### src/rtl/tdpt_pkg.sv
// ---------------------------------------------------------------------------
// tdpt_pkg
// Shared constants and types for the trial division prime test.
// ---------------------------------------------------------------------------
package tdpt_pkg;

  localparam int NUM_WIDTH_DEF = 32;  // default test width
  localparam int CAND_WIDTH    = 32;  // width of the request and echo fields

  localparam int SMALL_PRIME_LO = 2;
  localparam int SMALL_PRIME_HI = 3;
  localparam int FIRST_DIVISOR  = 5;  // first 6k-1 divisor
  localparam int PAIR_GAP       = 2;  // 6k+1 = (6k-1) + 2
  localparam int WHEEL_STEP     = 6;

  // status returned by the remainder unit
  typedef struct packed {
    logic done;      // one-cycle pulse at the end of a remainder
    logic rem_zero;  // remainder is zero, valid with done
  } tdpt_div_status_t;

endpackage

### src/rtl/tdpt_rem_unit.sv
// ---------------------------------------------------------------------------
// tdpt_rem_unit
// Restoring bit-serial remainder unit: one dividend bit per cycle.
// ---------------------------------------------------------------------------
module tdpt_rem_unit
  import tdpt_pkg::*;
#(
  parameter int NUM_WIDTH = NUM_WIDTH_DEF
) (
  input  logic                 clk,
  input  logic                 rst,
  input  logic                 start,
  input  logic [NUM_WIDTH-1:0] dividend,  // held stable while busy
  input  logic [NUM_WIDTH-1:0] divisor,   // held stable while busy
  output tdpt_div_status_t     status
);

  localparam int CNT_W = $clog2(NUM_WIDTH);

  logic                 busy;
  logic                 done;
  logic [CNT_W-1:0]     cnt;
  logic [NUM_WIDTH-1:0] rem;
  logic [NUM_WIDTH-1:0] rem_next;
  logic [NUM_WIDTH:0]   trial;
  logic [NUM_WIDTH:0]   diff;

  // shift in the next dividend bit, subtract if it fits
  always_comb begin
    trial = {rem, dividend[cnt]};
    diff  = trial - {1'b0, divisor};
    if (trial >= {1'b0, divisor}) begin
      rem_next = diff[NUM_WIDTH-1:0];
    end else begin
      rem_next = trial[NUM_WIDTH-1:0];
    end
  end

  always_ff @(posedge clk) begin
    if (rst) begin
      busy <= 1'b0;
      done <= 1'b0;
    end else begin
      done <= 1'b0;
      if (start) begin
        busy <= 1'b1;
      end else if (busy && cnt == '0) begin
        busy <= 1'b0;
        done <= 1'b1;
      end
    end
  end

  always_ff @(posedge clk) begin
    if (start) begin
      rem <= '0;
      cnt <= CNT_W'(NUM_WIDTH - 1);
    end else if (busy) begin
      rem <= rem_next;
      cnt <= cnt - 1'b1;
    end
  end

  assign status.done     = done;
  assign status.rem_zero = (rem == '0);

endmodule

### config.mk
export PLATFORM = sky130hd
export DESIGN_NAME = tdpt_rem_unit
export DESIGN_NICKNAME = d
export VERILOG_FILES = /design/src/rtl/tdpt_pkg.sv /design/src/rtl/tdpt_rem_unit.sv
export SDC_FILE = /design/constraint.sdc
export NUM_CORES = 1
export LEC_CHECK = 0
export ABC_AREA = 1
export BUFFER_PORTS_ARGS = -buffer_cell sky130_fd_sc_hd__buf_2
export CAP_MARGIN = 20
export CORE_MARGIN = 1.5
export CORE_UTILIZATION = 60
export DETAILED_ROUTE_END_ITERATION = 8
export GPL_ROUTABILITY_DRIVEN = 0
export PLACE_DENSITY_LB_ADDON = 0.2
export SETUP_SLACK_MARGIN = 0.1
export SLEW_MARGIN = 25
export SYNTH_ARGS = -nofsm -noshare
export SYNTH_HDL_FRONTEND = slang
export SYNTH_SLANG_ARGS = --single-unit
### constraint.sdc
create_clock -name clk -period 4.4 [get_ports clk]
set_clock_uncertainty 0.2 [all_clocks]
set_input_delay 0.88 -clock clk [delete_from_list [all_inputs] [get_ports clk]]
set_output_delay 0.88 -clock clk [all_outputs]
set_load 0.005 [all_outputs]
==> results.json <==
{
  "initial_core_util": 0.628,
  "period_share": 0.792,
  "drv_cap": 0,
  "path_clk_slew_ns": 0.09,
  "critPathKind": "flip-flop to flip-flop",
  "syn2layout_area_growth_pct": 8.66,
  "worst_pin_slew_ns": 1.01,
  "yosysWarnings": 0,
  "slew_viol_final": 0,
  "finalWorstSetupSlack_ns": 0.917,
  "core_mm2": 0.00830,
  "htree_levels": 2,
  "drt-total-wl_mm": 14.1,
  "cts_tree": "built",
  "cts-root-buf": "clkbuf_8",
  "diodes": 0,
  "cp-start-kind": "flip-flop",
  "synth-main-ff-cell": "dfxtp_1",
  "dieArea_mm2": 0.00926,
  "hold_depth": 2,
  "grt_pass1_wl_mm": 22.5,
  "syn_avg_cell_area_um2": 5.90,
  "synth.most_common_cell": "nand2_1",
  "synthArstFlopShare": 0,
  "die_y_um": 96.2,
  "seq_area_frac_synth": 0.150,
  "period_minus_slack_ns": 3.48,
  "grt_max_degree": 36,
  "grtUsageTotal": 0.314,
  "grt-ovfl-total": 0,
  "end_kind": "flip-flop",
  "clock_path_buffers": 2,
  "totalPowerFinal_uw": 916,
  "synth_top_area_frac": 0.207,
  "grt_pass1_vias": 4994,
  "outcome": "completed",
  "syn_area_mm2": 0.00522,
  "place_hpwl_mm": 10.9,
  "rows": 33,
  "max_freq_mhz": 287,
  "synth_cell_type_count": 38,
  "hold_slack_ns": 0.311,
  "drc": 0,
  "clk_latency_ns": 0.30,
  "io_buffers": 68,
  "peakVddDrop_v": 0.000159,
  "drtIter0Drc": 294,
  "ys_ff_latch": 39,
  "vias": 5503,
  "postSynthCellCount": 884,
  "synth_area_leaders": "nand2_1, dfxtp_1, inv_1",
  "slew_headroom": 0.321,
  "powerDensity_mw_per_mm2": 162,
  "cts_resized": 0,
  "arrival_ns": 3.52,
  "synth_top_cells_by_count": "nand2_1, inv_1, nor2_1",
  "synth-edff-count": 0,
  "final_nets": 1042,
  "vias_per_cell": 5.26,
  "antenna_left": 0,
  "r2r_cells": 20,
  "io_pins": 69,
  "setup_viol": 0,
  "synth_top_area_cell": "nand2_1",
  "worstPathMaxFanout": 10,
  "clock_sinks": 39,
  "setup_tns_ns": 0,
  "rsz0062_at_grt": "false",
  "place_ws_ns": 0.791,
  "syn-num-nets": 985,
  "postCtsSetupRepairBufs": 0,
  "cts_buffers": 5,
  "hold_path.class": "flip-flop to flip-flop",
  "layout-drive-gt1-share": 0.189,
  "wl_per_cell_um": 13.5,
  "antenna_found_initial": 0,
  "required_ns": 4.44,
  "power.leakage_uw": 0.00319,
  "fp.dieW_um": 96.2,
  "finalHoldViolCount": 0,
  "holdBufCountCts": 0,
  "dr.pass1.iters": 5
}
[power breakdown]
| part | switching (uW) | internal [uW] | total [uW] |
|---|---|---|---|
| clock network | 147 | 184 | 331 |
| registers | 5.07 | 356 | 361 |
| logic | 141 | 82.1 | 223 |
[per-layer routing]
metal / track usage / vias up / wire, um
met3: 0.0379 / 37 / 816
met1: 0.381 / 2432 / 6320
met4: 0.132 / 0 / 497
met5: 0 / - / 0
li1: - / 2839 / -
met2: 0.553 / 195 / 6510
[cells by family after synthesis]
logic type	Yosys count	share of synthesized area
simple gates	529	0.499
buf+inv	191	0.154
compound gates	78	0.0931
flops	39	0.150
fa+ha+maj	34	0.0830
xor+xnor	13	0.0218
[through the flow]
stage | instance area [um^2] | cells | util
after floorplan | 5220 | 884 | -
after global placement | 5550 | 1039 | 0.669
after detailed placement | 5550 | 1039 | 0.669
after CTS | 5670 | 1047 | 0.683
after global routing | 5670 | 1047 | 0.683
final | 5670 | 1047 | 0.683
[critical path, cell delays in order (launching register included)]
cell and delay (ns):
dfxtp_1 0.52, clkinv_1 0.36, o21ai_0 0.16, o21ai_0 0.10, a21oi_1 0.13, nand2_1 0.06
nand2_1 0.07, ha_1 0.14, inv_1 0.07, fa_1 0.42, nand3_1 0.11, nand3_1 0.15
nand2_1 0.09, nand3_1 0.18, nand2_1 0.15, nand3_1 0.09, nand2_1 0.08, nand2_1 0.07
nand2_2 0.06, nand3_2 0.07, a21oi_2 0.12
[layout make-up]
cell class,instances,area (um^2)
Inverter,169,634
Sequential cell,39,781
Clock inverter,2,35.0
Clock buffer,6,82.6
Multi-Input combinational cell,654,3630
Tap cell,105,131
Timing Repair Buffer,72,370
Fill cell,815,2630
[sequential cells by signal, summed over array words and instances (netlist names)]
signal and cells:
busy 1, cnt 5, done 1, rem 32
[path summary, 6_finish.rpt]
path	start	end	slack (ns)
setup / recovery	cnt[1]	rem[24]	0.92
hold reg to reg	rem[8]	rem[8]	0.31
hold / removal	rem[8]	rem[8]	0.31
setup reg to reg	cnt[1]	rem[24]	0.92
[layout by cell type, fill, tap and decap left out, drive strengths merged]
master  instances
nor4            8
o22ai           1
bufinv          1
nor3            7
inv           166
o21ai          26
xnor2          13
clkinv          4
buf            72
nand4           4
o21bai          1
nand3          70
clkbuf          6
and2            1
o211ai          1
a21oi          49
fa              1
ha             33
nand2         324
dfxtp          39
nand3b         32
nor2           82
or2             1
(Power assumes the default switching activity.)
